### src/rtl/dsa_pkg.sv
// ----------------------------------------------------------------------------
// dsa_pkg: shared definitions for the duration statistics accumulator
// Statistic codes, default widths, and the command and status groups that
// pass between the controller and the datapath.
// ----------------------------------------------------------------------------
package dsa_pkg;

    // Default field widths
    localparam int TICK_WIDTH_DEF  = 48;
    localparam int COUNT_WIDTH_DEF = 32;

    // Fixed widths of the total and the reported statistic
    localparam int STAT_WIDTH = 64;

    // Divider sequencing: one quotient bit per step
    localparam int DIV_STEPS = STAT_WIDTH;
    localparam int DIV_CNT_W = $clog2(DIV_STEPS);

    // Input command codes
    localparam logic CMD_RECORD = 1'b0;
    localparam logic CMD_CLEAR  = 1'b1;

    // Selected statistic
    typedef enum logic [1:0] {
        STAT_SUM = 2'd0,
        STAT_MIN = 2'd1,
        STAT_MAX = 2'd2,
        STAT_AVG = 2'd3
    } t_stat_mode;

    // Controller to datapath commands
    typedef struct packed {
        logic accept;     // input word taken this cycle: update statistics
        logic div_start;  // launch total / count
        logic load_out;   // capture result word into output register
    } t_ctrl_cmd;

    // Datapath to controller status
    typedef struct packed {
        logic div_needed; // average selected and count is nonzero
        logic div_done;   // last divider step in this cycle
        logic out_free;   // output register can take a new word
    } t_dp_status;

endpackage

### src/rtl/dsa_in_if.sv
// ----------------------------------------------------------------------------
// dsa_in_if: input channel of the duration statistics accumulator
// Valid/ready channel carrying one command word with its duration.
// ----------------------------------------------------------------------------
interface dsa_in_if #(
    parameter int TICK_WIDTH = dsa_pkg::TICK_WIDTH_DEF
);
    logic                  valid;
    logic                  ready;
    logic                  command;
    logic [TICK_WIDTH-1:0] duration_ticks;

    modport source (output valid, output command, output duration_ticks, input ready);
    modport sink   (input valid, input command, input duration_ticks, output ready);
endinterface

### src/rtl/dsa_out_if.sv
// ----------------------------------------------------------------------------
// dsa_out_if: result channel of the duration statistics accumulator
// Valid/ready channel carrying the selected statistic and the summary fields.
// ----------------------------------------------------------------------------
interface dsa_out_if #(
    parameter int TICK_WIDTH  = dsa_pkg::TICK_WIDTH_DEF,
    parameter int COUNT_WIDTH = dsa_pkg::COUNT_WIDTH_DEF
);
    logic                            valid;
    logic                            ready;
    logic [dsa_pkg::STAT_WIDTH-1:0]  selected_stat;
    logic [TICK_WIDTH-1:0]           last_duration;
    logic [COUNT_WIDTH-1:0]          sample_count;
    logic                            no_samples;

    modport source (output valid, output selected_stat, output last_duration,
                    output sample_count, output no_samples, input ready);
    modport sink   (input valid, input selected_stat, input last_duration,
                    input sample_count, input no_samples, output ready);
endinterface

### src/rtl/dsa_divider.sv
// ----------------------------------------------------------------------------
// dsa_divider: radix-2 restoring divider
// Divides the 64-bit total by the sample count, one quotient bit per cycle.
// ----------------------------------------------------------------------------
module dsa_divider #(
    parameter int COUNT_WIDTH = dsa_pkg::COUNT_WIDTH_DEF
) (
    input  logic                           i_clk,
    input  logic                           i_rst_n,
    input  logic                           i_start,
    input  logic [dsa_pkg::STAT_WIDTH-1:0] i_dividend,
    input  logic [COUNT_WIDTH-1:0]         i_divisor,
    output logic                           o_done,
    output logic [dsa_pkg::STAT_WIDTH-1:0] o_quotient
);

    logic                           r_busy;
    logic [dsa_pkg::DIV_CNT_W-1:0]  r_cnt;
    logic [COUNT_WIDTH-1:0]         r_den;
    logic [COUNT_WIDTH-1:0]         r_rem;
    logic [dsa_pkg::STAT_WIDTH-1:0] r_quo;

    logic [COUNT_WIDTH:0]           w_shift;
    logic [COUNT_WIDTH:0]           w_den_ext;
    logic [COUNT_WIDTH:0]           w_sub;
    logic                           w_ge;

    // Shift in next dividend bit and trial-subtract the divisor
    assign w_shift   = {r_rem, r_quo[dsa_pkg::STAT_WIDTH-1]};
    assign w_den_ext = {1'b0, r_den};
    assign w_ge      = (w_shift >= w_den_ext);
    assign w_sub     = w_shift - w_den_ext;

    assign o_done     = r_busy && (r_cnt == '0);
    assign o_quotient = r_quo;

    // Sequence control
    always_ff @(posedge i_clk) begin
        if (!i_rst_n) begin
            r_busy <= 1'b0;
            r_cnt  <= '0;
        end else if (i_start) begin
            r_busy <= 1'b1;
            r_cnt  <= dsa_pkg::DIV_CNT_W'(dsa_pkg::DIV_STEPS - 1);
        end else if (r_busy) begin
            if (r_cnt == '0) begin
                r_busy <= 1'b0;
            end else begin
                r_cnt <= r_cnt - dsa_pkg::DIV_CNT_W'(1);
            end
        end
    end

    // Partial remainder and quotient shift register
    always_ff @(posedge i_clk) begin
        if (i_start) begin
            r_den <= i_divisor;
            r_rem <= '0;
            r_quo <= i_dividend;
        end else if (r_busy) begin
            r_rem <= w_ge ? w_sub[COUNT_WIDTH-1:0] : w_shift[COUNT_WIDTH-1:0];
            r_quo <= {r_quo[dsa_pkg::STAT_WIDTH-2:0], w_ge};
        end
    end

endmodule

### src/rtl/dsa_datapath.sv
// ----------------------------------------------------------------------------
// dsa_datapath: statistics registers, divider and output register
// Updates count, total, minimum, maximum and last value, and forms result words.
// ----------------------------------------------------------------------------
module dsa_datapath #(
    parameter int TICK_WIDTH  = dsa_pkg::TICK_WIDTH_DEF,
    parameter int COUNT_WIDTH = dsa_pkg::COUNT_WIDTH_DEF
) (
    input  logic                           i_clk,
    input  logic                           i_rst_n,
    input  logic                           i_cfg_we,
    input  logic [1:0]                     i_cfg_wdata,
    input  logic                           i_command,
    input  logic [TICK_WIDTH-1:0]          i_duration,
    input  dsa_pkg::t_ctrl_cmd             i_cmd,
    output dsa_pkg::t_dp_status            o_status,
    input  logic                           i_out_ready,
    output logic                           o_out_valid,
    output logic [dsa_pkg::STAT_WIDTH-1:0] o_selected_stat,
    output logic [TICK_WIDTH-1:0]          o_last_duration,
    output logic [COUNT_WIDTH-1:0]         o_sample_count,
    output logic                           o_no_samples
);

    localparam int SW = dsa_pkg::STAT_WIDTH;

    dsa_pkg::t_stat_mode   r_stat_mode;
    logic [COUNT_WIDTH-1:0] r_count;
    logic [SW-1:0]          r_total;
    logic [TICK_WIDTH-1:0]  r_min;
    logic [TICK_WIDTH-1:0]  r_max;
    logic [TICK_WIDTH-1:0]  r_last;

    logic                   r_out_valid;
    logic [SW-1:0]          r_out_stat;
    logic [TICK_WIDTH-1:0]  r_out_last;
    logic [COUNT_WIDTH-1:0] r_out_count;
    logic                   r_out_empty;

    logic [SW:0]            w_dur_ext;
    logic [SW:0]            w_sum;
    logic [SW:0]            w_min_ext;
    logic [SW:0]            w_max_ext;
    logic [SW-1:0]          w_stat;
    logic                   w_div_done;
    logic [SW-1:0]          w_quotient;

    // Widen duration for the saturating add
    assign w_dur_ext = {{(SW + 1 - TICK_WIDTH){1'b0}}, i_duration};
    assign w_sum     = {1'b0, r_total} + w_dur_ext;
    assign w_min_ext = {{(SW + 1 - TICK_WIDTH){1'b0}}, r_min};
    assign w_max_ext = {{(SW + 1 - TICK_WIDTH){1'b0}}, r_max};

    // Mode register
    always_ff @(posedge i_clk) begin
        if (!i_rst_n) begin
            r_stat_mode <= dsa_pkg::STAT_SUM;
        end else if (i_cfg_we) begin
            r_stat_mode <= dsa_pkg::t_stat_mode'(i_cfg_wdata);
        end
    end

    // Statistics update on each accepted word
    always_ff @(posedge i_clk) begin
        if (!i_rst_n) begin
            r_count <= '0;
            r_total <= '0;
            r_min   <= '1;
            r_max   <= '0;
            r_last  <= '0;
        end else if (i_cmd.accept) begin
            if (i_command == dsa_pkg::CMD_CLEAR) begin
                r_count <= '0;
                r_total <= '0;
                r_min   <= '1;
                r_max   <= '0;
                r_last  <= '0;
            end else begin
                r_last <= i_duration;
                if (r_count != '1) begin
                    r_count <= r_count + COUNT_WIDTH'(1);
                end
                r_total <= w_sum[SW] ? '1 : w_sum[SW-1:0];
                if (r_min > i_duration) begin
                    r_min <= i_duration;
                end
                if (r_max < i_duration) begin
                    r_max <= i_duration;
                end
            end
        end
    end

    // Average divider
    dsa_divider #(
        .COUNT_WIDTH (COUNT_WIDTH)
    ) u_divider (
        .i_clk      (i_clk),
        .i_rst_n    (i_rst_n),
        .i_start    (i_cmd.div_start),
        .i_dividend (r_total),
        .i_divisor  (r_count),
        .o_done     (w_div_done),
        .o_quotient (w_quotient)
    );

    // Select the reported statistic
    always_comb begin
        case (r_stat_mode)
            dsa_pkg::STAT_SUM: w_stat = r_total;
            dsa_pkg::STAT_MIN: w_stat = w_min_ext[SW-1:0];
            dsa_pkg::STAT_MAX: w_stat = w_max_ext[SW-1:0];
            dsa_pkg::STAT_AVG: w_stat = (r_count == '0) ? '0 : w_quotient;
            default:           w_stat = r_total;
        endcase
    end

    // Output valid: set on load, drop when taken
    always_ff @(posedge i_clk) begin
        if (!i_rst_n) begin
            r_out_valid <= 1'b0;
        end else if (i_cmd.load_out) begin
            r_out_valid <= 1'b1;
        end else if (i_out_ready) begin
            r_out_valid <= 1'b0;
        end
    end

    // Output payload
    always_ff @(posedge i_clk) begin
        if (i_cmd.load_out) begin
            r_out_stat  <= w_stat;
            r_out_last  <= r_last;
            r_out_count <= r_count;
            r_out_empty <= (r_count == '0);
        end
    end

    assign o_status.div_needed = (r_stat_mode == dsa_pkg::STAT_AVG) && (r_count != '0);
    assign o_status.div_done   = w_div_done;
    assign o_status.out_free   = !r_out_valid || i_out_ready;

    assign o_out_valid     = r_out_valid;
    assign o_selected_stat = r_out_stat;
    assign o_last_duration = r_out_last;
    assign o_sample_count  = r_out_count;
    assign o_no_samples    = r_out_empty;

endmodule

### src/rtl/dsa_ctrl.sv
// ----------------------------------------------------------------------------
// dsa_ctrl: sequencing controller
// Takes one input word, runs the divider when needed and loads the result.
// ----------------------------------------------------------------------------
module dsa_ctrl (
    input  logic                i_clk,
    input  logic                i_rst_n,
    input  logic                i_in_valid,
    output logic                o_in_ready,
    input  dsa_pkg::t_dp_status i_status,
    output dsa_pkg::t_ctrl_cmd  o_cmd
);

    typedef enum logic [3:0] {
        ST_IDLE  = 4'b0001,
        ST_CALC  = 4'b0010,
        ST_DIV   = 4'b0100,
        ST_WRITE = 4'b1000
    } t_state;

    t_state r_state;
    t_state n_state;

    assign o_in_ready = (r_state == ST_IDLE);

    // Next state and commands
    always_comb begin
        n_state         = r_state;
        o_cmd.accept    = 1'b0;
        o_cmd.div_start = 1'b0;
        o_cmd.load_out  = 1'b0;
        case (r_state)
            ST_IDLE: begin
                if (i_in_valid) begin
                    o_cmd.accept = 1'b1;
                    n_state      = ST_CALC;
                end
            end
            ST_CALC: begin
                if (i_status.div_needed) begin
                    o_cmd.div_start = 1'b1;
                    n_state         = ST_DIV;
                end else begin
                    n_state = ST_WRITE;
                end
            end
            ST_DIV: begin
                if (i_status.div_done) begin
                    n_state = ST_WRITE;
                end
            end
            ST_WRITE: begin
                if (i_status.out_free) begin
                    o_cmd.load_out = 1'b1;
                    n_state        = ST_IDLE;
                end
            end
            default: begin
                n_state = ST_IDLE;
            end
        endcase
    end

    // Hold state
    always_ff @(posedge i_clk) begin
        if (!i_rst_n) begin
            r_state <= ST_IDLE;
        end else begin
            r_state <= n_state;
        end
    end

endmodule

### src/rtl/duration_statistics_accumulator.sv
// ----------------------------------------------------------------------------
// duration_statistics_accumulator: running duration statistics
// Keeps count, total, minimum, maximum and last duration, and reports the
// statistic selected by the mode register with every word.
//
//   Channel   Dir  Handshake       Payload
//   i_in      in   valid / ready   command, duration_ticks
//   o_out     out  valid / ready   selected_stat, last_duration,
//                                  sample_count, no_samples
//   i_cfg_*   in   write enable    stat_mode (2 bits)
//
// Each accepted word passes CALC, then WRITE, which loads the result word once
// the output register is free. In average mode with a nonzero count the
// radix-2 divider runs in DIV between CALC and WRITE, one quotient bit per
// step. A new word is taken only in IDLE, after the last result is loaded.
// Reset is synchronous and active low; it clears the statistics and the mode.
// A stalled result sits in the output register while the next word is taken;
// that word's result waits until the register is free.
// ----------------------------------------------------------------------------
module duration_statistics_accumulator #(
    parameter int TICK_WIDTH  = dsa_pkg::TICK_WIDTH_DEF,
    parameter int COUNT_WIDTH = dsa_pkg::COUNT_WIDTH_DEF
) (
    input  logic       i_clk,
    input  logic       i_rst_n,
    input  logic       i_cfg_we,
    input  logic [1:0] i_cfg_wdata,
    dsa_in_if.sink     i_in,
    dsa_out_if.source  o_out
);

    dsa_pkg::t_ctrl_cmd  w_cmd;
    dsa_pkg::t_dp_status w_status;

    // Sequencing controller
    dsa_ctrl u_ctrl (
        .i_clk      (i_clk),
        .i_rst_n    (i_rst_n),
        .i_in_valid (i_in.valid),
        .o_in_ready (i_in.ready),
        .i_status   (w_status),
        .o_cmd      (w_cmd)
    );

    // Statistics datapath
    dsa_datapath #(
        .TICK_WIDTH  (TICK_WIDTH),
        .COUNT_WIDTH (COUNT_WIDTH)
    ) u_datapath (
        .i_clk           (i_clk),
        .i_rst_n         (i_rst_n),
        .i_cfg_we        (i_cfg_we),
        .i_cfg_wdata     (i_cfg_wdata),
        .i_command       (i_in.command),
        .i_duration      (i_in.duration_ticks),
        .i_cmd           (w_cmd),
        .o_status        (w_status),
        .i_out_ready     (o_out.ready),
        .o_out_valid     (o_out.valid),
        .o_selected_stat (o_out.selected_stat),
        .o_last_duration (o_out.last_duration),
        .o_sample_count  (o_out.sample_count),
        .o_no_samples    (o_out.no_samples)
    );

endmodule

### src/flat_wrapper.sv
// flat-port wrapper written by rule: the top's interface ports become plain ports
module duration_statistics_accumulator_flat 
#(
    parameter int TICK_WIDTH  = dsa_pkg::TICK_WIDTH_DEF,
    parameter int COUNT_WIDTH = dsa_pkg::COUNT_WIDTH_DEF
)
  (i_clk, i_rst_n, i_cfg_we, i_cfg_wdata, i_in_valid, i_in_command, i_in_duration_ticks, i_in_ready, o_out_valid, o_out_selected_stat, o_out_last_duration, o_out_sample_count, o_out_no_samples, o_out_ready);
  dsa_in_if #(.TICK_WIDTH(TICK_WIDTH)) i_in_i ();
  dsa_out_if #(.TICK_WIDTH(TICK_WIDTH), .COUNT_WIDTH(COUNT_WIDTH)) o_out_i ();
  input  logic i_clk;
  input  logic i_rst_n;
  input  logic i_cfg_we;
  input  logic [1:0] i_cfg_wdata;
  input wire logic [$bits(i_in_i.valid)-1:0] i_in_valid;
  input wire logic [$bits(i_in_i.command)-1:0] i_in_command;
  input wire logic [$bits(i_in_i.duration_ticks)-1:0] i_in_duration_ticks;
  output wire logic [$bits(i_in_i.ready)-1:0] i_in_ready;
  output wire logic [$bits(o_out_i.valid)-1:0] o_out_valid;
  output wire logic [$bits(o_out_i.selected_stat)-1:0] o_out_selected_stat;
  output wire logic [$bits(o_out_i.last_duration)-1:0] o_out_last_duration;
  output wire logic [$bits(o_out_i.sample_count)-1:0] o_out_sample_count;
  output wire logic [$bits(o_out_i.no_samples)-1:0] o_out_no_samples;
  input wire logic [$bits(o_out_i.ready)-1:0] o_out_ready;
  assign i_in_i.valid = i_in_valid;
  assign i_in_i.command = i_in_command;
  assign i_in_i.duration_ticks = i_in_duration_ticks;
  assign i_in_ready = i_in_i.ready;
  assign o_out_valid = o_out_i.valid;
  assign o_out_selected_stat = o_out_i.selected_stat;
  assign o_out_last_duration = o_out_i.last_duration;
  assign o_out_sample_count = o_out_i.sample_count;
  assign o_out_no_samples = o_out_i.no_samples;
  assign o_out_i.ready = o_out_ready;
  duration_statistics_accumulator #(.TICK_WIDTH(TICK_WIDTH), .COUNT_WIDTH(COUNT_WIDTH)) u_core (.i_clk(i_clk), .i_rst_n(i_rst_n), .i_cfg_we(i_cfg_we), .i_cfg_wdata(i_cfg_wdata), .i_in(i_in_i), .o_out(o_out_i));
endmodule
### config.mk
export PLATFORM = sky130hd
export DESIGN_NAME = duration_statistics_accumulator_flat
export DESIGN_NICKNAME = d
export VERILOG_FILES = /design/src/rtl/dsa_pkg.sv /design/src/rtl/dsa_in_if.sv /design/src/rtl/dsa_out_if.sv /design/src/rtl/dsa_divider.sv /design/src/rtl/dsa_datapath.sv /design/src/rtl/dsa_ctrl.sv /design/src/rtl/duration_statistics_accumulator.sv /design/src/flat_wrapper.sv
export SDC_FILE = /design/constraint.sdc
export NUM_CORES = 1
export LEC_CHECK = 0
export BUFFER_PORTS_ARGS = -buffer_cell sky130_fd_sc_hd__buf_2
export CAP_MARGIN = 20
export CORE_MARGIN = 4
export CORE_UTILIZATION = 60
export DETAILED_ROUTE_END_ITERATION = 6
export PLACE_DENSITY = 0.79
export SLEW_MARGIN = 20
export SYNTH_ARGS = -nofsm -noshare
export SYNTH_HDL_FRONTEND = slang
export SYNTH_SLANG_ARGS = --single-unit
### constraint.sdc
create_clock -name i_clk -period 10.8 [get_ports i_clk]
set_clock_uncertainty 0.15 [all_clocks]
set_input_delay 0.54 -clock i_clk [delete_from_list [all_inputs] [get_ports i_clk]]
set_output_delay 0.54 -clock i_clk [all_outputs]
set_load 0.05 [all_outputs]
==> run_results.csv <==
group,metric,value,unit
timing,period_share,43.48,%
worst_setup_path,slowest_delay,0.73,ns
timing,max-slew-margin-rel,29.02,%
drt,drc,0,
worst_setup_path,r2r_slack,6.10,ns
drt,drtAntennaViolNets,0,
worst_setup_path,critical_path_required,11.15,ns
timing,slew_viol_final,0,
worst_setup_path,crit_chain,"inv_1 > ha_1 > nor4b_1 > nand4_1 > nor2_1 > nor2_4 > buf_4 > nand3_4 > clkinv_2 > buf_4 > nor3b_1 > a41oi_1 > o21ai_1",
finish,drive_gt1_share,10.76,%
power,p_leak,12.58,nW
drt,drt-total-wl,81120,um
run,drv_cap,0,
status,status,"finished, final reports clean",
floorplan,die_h,226.6,um
power,worst_ir_drop_vdd,132.8,uV
synth,ys_seq_area_share,45.20,%
clock_network,post_cts_resized,0,
finish,nets,3489,
clock_network,clockBufferDepth,3,
clock_network,root_buffer,"clkbuf_16",
drt,vias,25070,
drt,initialDrtViolationCount,2342,
hold_path,min_path_type,"in -> reg",
power,fin_total_pwr,4.699,mW
drt,drt-met1-wl,33880,um
synth,synth.most_common_cell,"nand2_1",
worst_setup_path,crit_path_start_kind,"flop",
global_routing,grt_pass1_wl,128500,um
global_routing,grtUsageTotal,30.93,%
synth,synth_area_leader_cell,"edfxtp_1",
timing,rsz0062_at_grt,"false",
clock_network,cts_made_buffers,56,
timing,fmax,212.9,MHz
synth,syn-num-nets,3406,
synth,synth.distinct_cells,81,
drt,wl_met2,37540,um
global_routing,grt_pass1_vias,24050,
clock_network,clkTransAtPathRegs,0.06,ns
synth,synth_seq_cells,527,
synth,postSynthAreaPerCell,9.049,um^2
drt,avgViaCountPerCell,6.417,
clock_network,cts_tree,"yes",
synth,synthTopCellsByCount,"nand2_1 (443), dfxtp_1 (286), a21oi_1 (245), edfxtp_1 (241), o21ai_0 (238)",
synth,synth-main-ff-cell,"dfxtp_1",
drt,drt_pre_antenna_iters,6,
placed_design,port_buffers,202,
clock_network,insertion_delay,0.62,ns
drt,wl_met3,5783,um
worst_setup_path,worstSetupPathType,"reg -> reg",
timing,setup_violations,0,
drt,topRoutingLayerUsed,"met5",
floorplan,die_w,226.6,um
timing,period_needed,4.696,ns
placed_design,gp_congestion,0.9692,
worst_setup_path,worstPathArrival,5.05,ns
worst_setup_path,end_kind,"flop",
worst_setup_path,cpMostUsedCell,"buf_4",
placed_design,place_hpwl,54160,um
synth,yosys_warnings,0,
floorplan,rows,79,
timing,worst_pin_slew,1.061,ns
clock_network,postCtsHoldBufs,0,
finish,area_delta_synth_final,11.10,%
synth,synthTopCellsByArea,"edfxtp_1 (25%), dfxtp_1 (20%), ha_1 (7.8%)",
timing,fin_setup_tns,0,ns
global_routing,grt_overflow_total,0,
floorplan,die_area,51350,um^2
worst_setup_path,crit_fanout,66,
synth,syn_inst,3169,
floorplan,fp.coreArea,46850,um^2
timing,final_hold_viol_count,0,
synth,synth_edf_count,241,
finish,fill_cells,3711,
clock_network,ctsHtreeMaxLevel,2,
floorplan,pin_count,203,
power,pwr_density_cell,147.5,nW/um^2
drt,wl_per_cell,20.76,um
floorplan,start_util,61.20,%
synth,synth_top_area_share,25.24,%
clock_network,clkSinkCount,527,
synth,synth-async-reset-ratio,0,%
global_routing,grt_max_degree,149,
clock_network,post_cts_buffers,0,
global_routing,grt_antenna_before_repair,3,
synth,syn_area,28680,um^2
worst_setup_path,slowest_stage,"buf_4",
## cell families (layout without fill, tap and decap cells)
logic type | Yosys count | after routing | synth area share, %
xor gates and xnor gates | 96 | 96 | 2.932
and+or+nand+nor | 1119 | 1119 | 19.43
muxes | 7 | 7 | 0.2444
buffers and inverters | 366 | 496 | 4.830
adders and majority gates | 181 | 181 | 7.950
other | 0 | 1 | 0
AOI/OAI and AO/OA | 873 | 873 | 19.41
DFF | 527 | 527 | 45.20
## power by group
| part | internal [mW] | total, mW | switching, mW |
|---|---|---|---|
| logic | 0.169 | 0.527 | 0.358 |
| clock network | 1.19 | 2.00 | 0.816 |
| registers | 2.12 | 2.17 | 0.0441 |
| total | 3.48 | 4.70 | 1.22 |
## placed cells by master, fill, tap and decap left out, drive strengths merged, types with 55 or more instances in the layout
master,Yosys,layout
o21ai,241,241
nand2,443,443
nor2,150,150
nor2b,68,68
buf,23,228
a21oi,246,246
nor3,71,71
a21o,84,84
clkbuf,180,72
dfxtp,286,286
ha,179,179
a311oi,55,55
nand3,87,87
xnor2,56,56
nand4,93,93
edfxtp,241,241
inv,162,164
## layout make-up
class | instances | area (um^2) | area share, %
well taps | 607 | 759.5 | 2.384
repair buffers | 228 | 1215 | 3.814
multi-input cells | 2276 | 14390 | 45.18
flip-flops and latches | 527 | 12960 | 40.69
clock inverters | 33 | 349.1 | 1.096
inverters | 163 | 613.1 | 1.924
clock buffers | 72 | 1564 | 4.909
diodes | 1 | 2.502 | 0.007855
## metrics by stage
stage          utilization [%]  hold slack, ns  worst slack [ns]  instances  cell area, um^2
2_1_floorplan                -          0.2586             2.932       3169            28680
3_3_place_gp             63.89          0.2667             6.194       3801            29930
3_5_place_dp             63.89          0.2634             6.127       3801            29930
4_1_cts                  67.97         0.02452             6.133       3906            31850
5_1_grt                  67.99         0.07634             5.824       3906            31860
6_report                 68.00         0.04741             6.104       3907            31860
## sequential cells by signal (all words and copies together) (netlist names)
signal / flops
u_core.u_datapath.o_no_samples: 1
u_core.u_datapath.u_divider.r_rem: 32
u_core.u_datapath.o_last_duration: 48
u_core.u_datapath.o_selected_stat: 64
u_core.u_datapath.r_max: 48
u_core.u_datapath.u_divider.r_cnt: 6
u_core.u_ctrl.r_state: 4
u_core.u_datapath.o_sample_count: 32
u_core.u_datapath.o_out_valid: 1
u_core.u_datapath.r_stat_mode: 2
u_core.u_datapath.r_count: 32
u_core.u_datapath.u_divider.o_quotient: 64
u_core.u_datapath.r_total: 64
u_core.u_datapath.r_last: 48
u_core.u_datapath.u_divider.r_den: 32
u_core.u_datapath.u_divider.r_busy: 1
u_core.u_datapath.r_min: 48
## per-layer routing
layer | global-route usage (%) | up-vias
li1 | - | 11770
met1 | 41.41 | 12000
met2 | 49.87 | 1055
met3 | 4.531 | 238
met4 | 14.63 | 6
met5 | 0 | -
## worst max-delay path: cells and delay by family, from the launching register on
family	cells	cell delay, ns
adders and majority gates	1	0.21
and+or+nand+nor	6	1.22
DFF	1	0.50
AOI/OAI and AO/OA	2	0.27
buffers and inverters	4	2.15
## path summary, 6_finish.rpt
path	endpoint	cells past startpoint	from
worst max-delay path	u_core.u_datapath.u_divider.r_rem[27]	13	u_core.u_datapath.r_count[0]
worst min-delay path	u_core.u_datapath.r_stat_mode[1]	3	i_cfg_wdata[1]
worst max register to register	u_core.u_datapath.u_divider.r_rem[27]	13	u_core.u_datapath.r_count[0]
worst min register to register	u_core.u_datapath.o_last_duration[11]	0	u_core.u_datapath.r_last[11]
No activity file was read; power rests on OpenSTA's default activity.
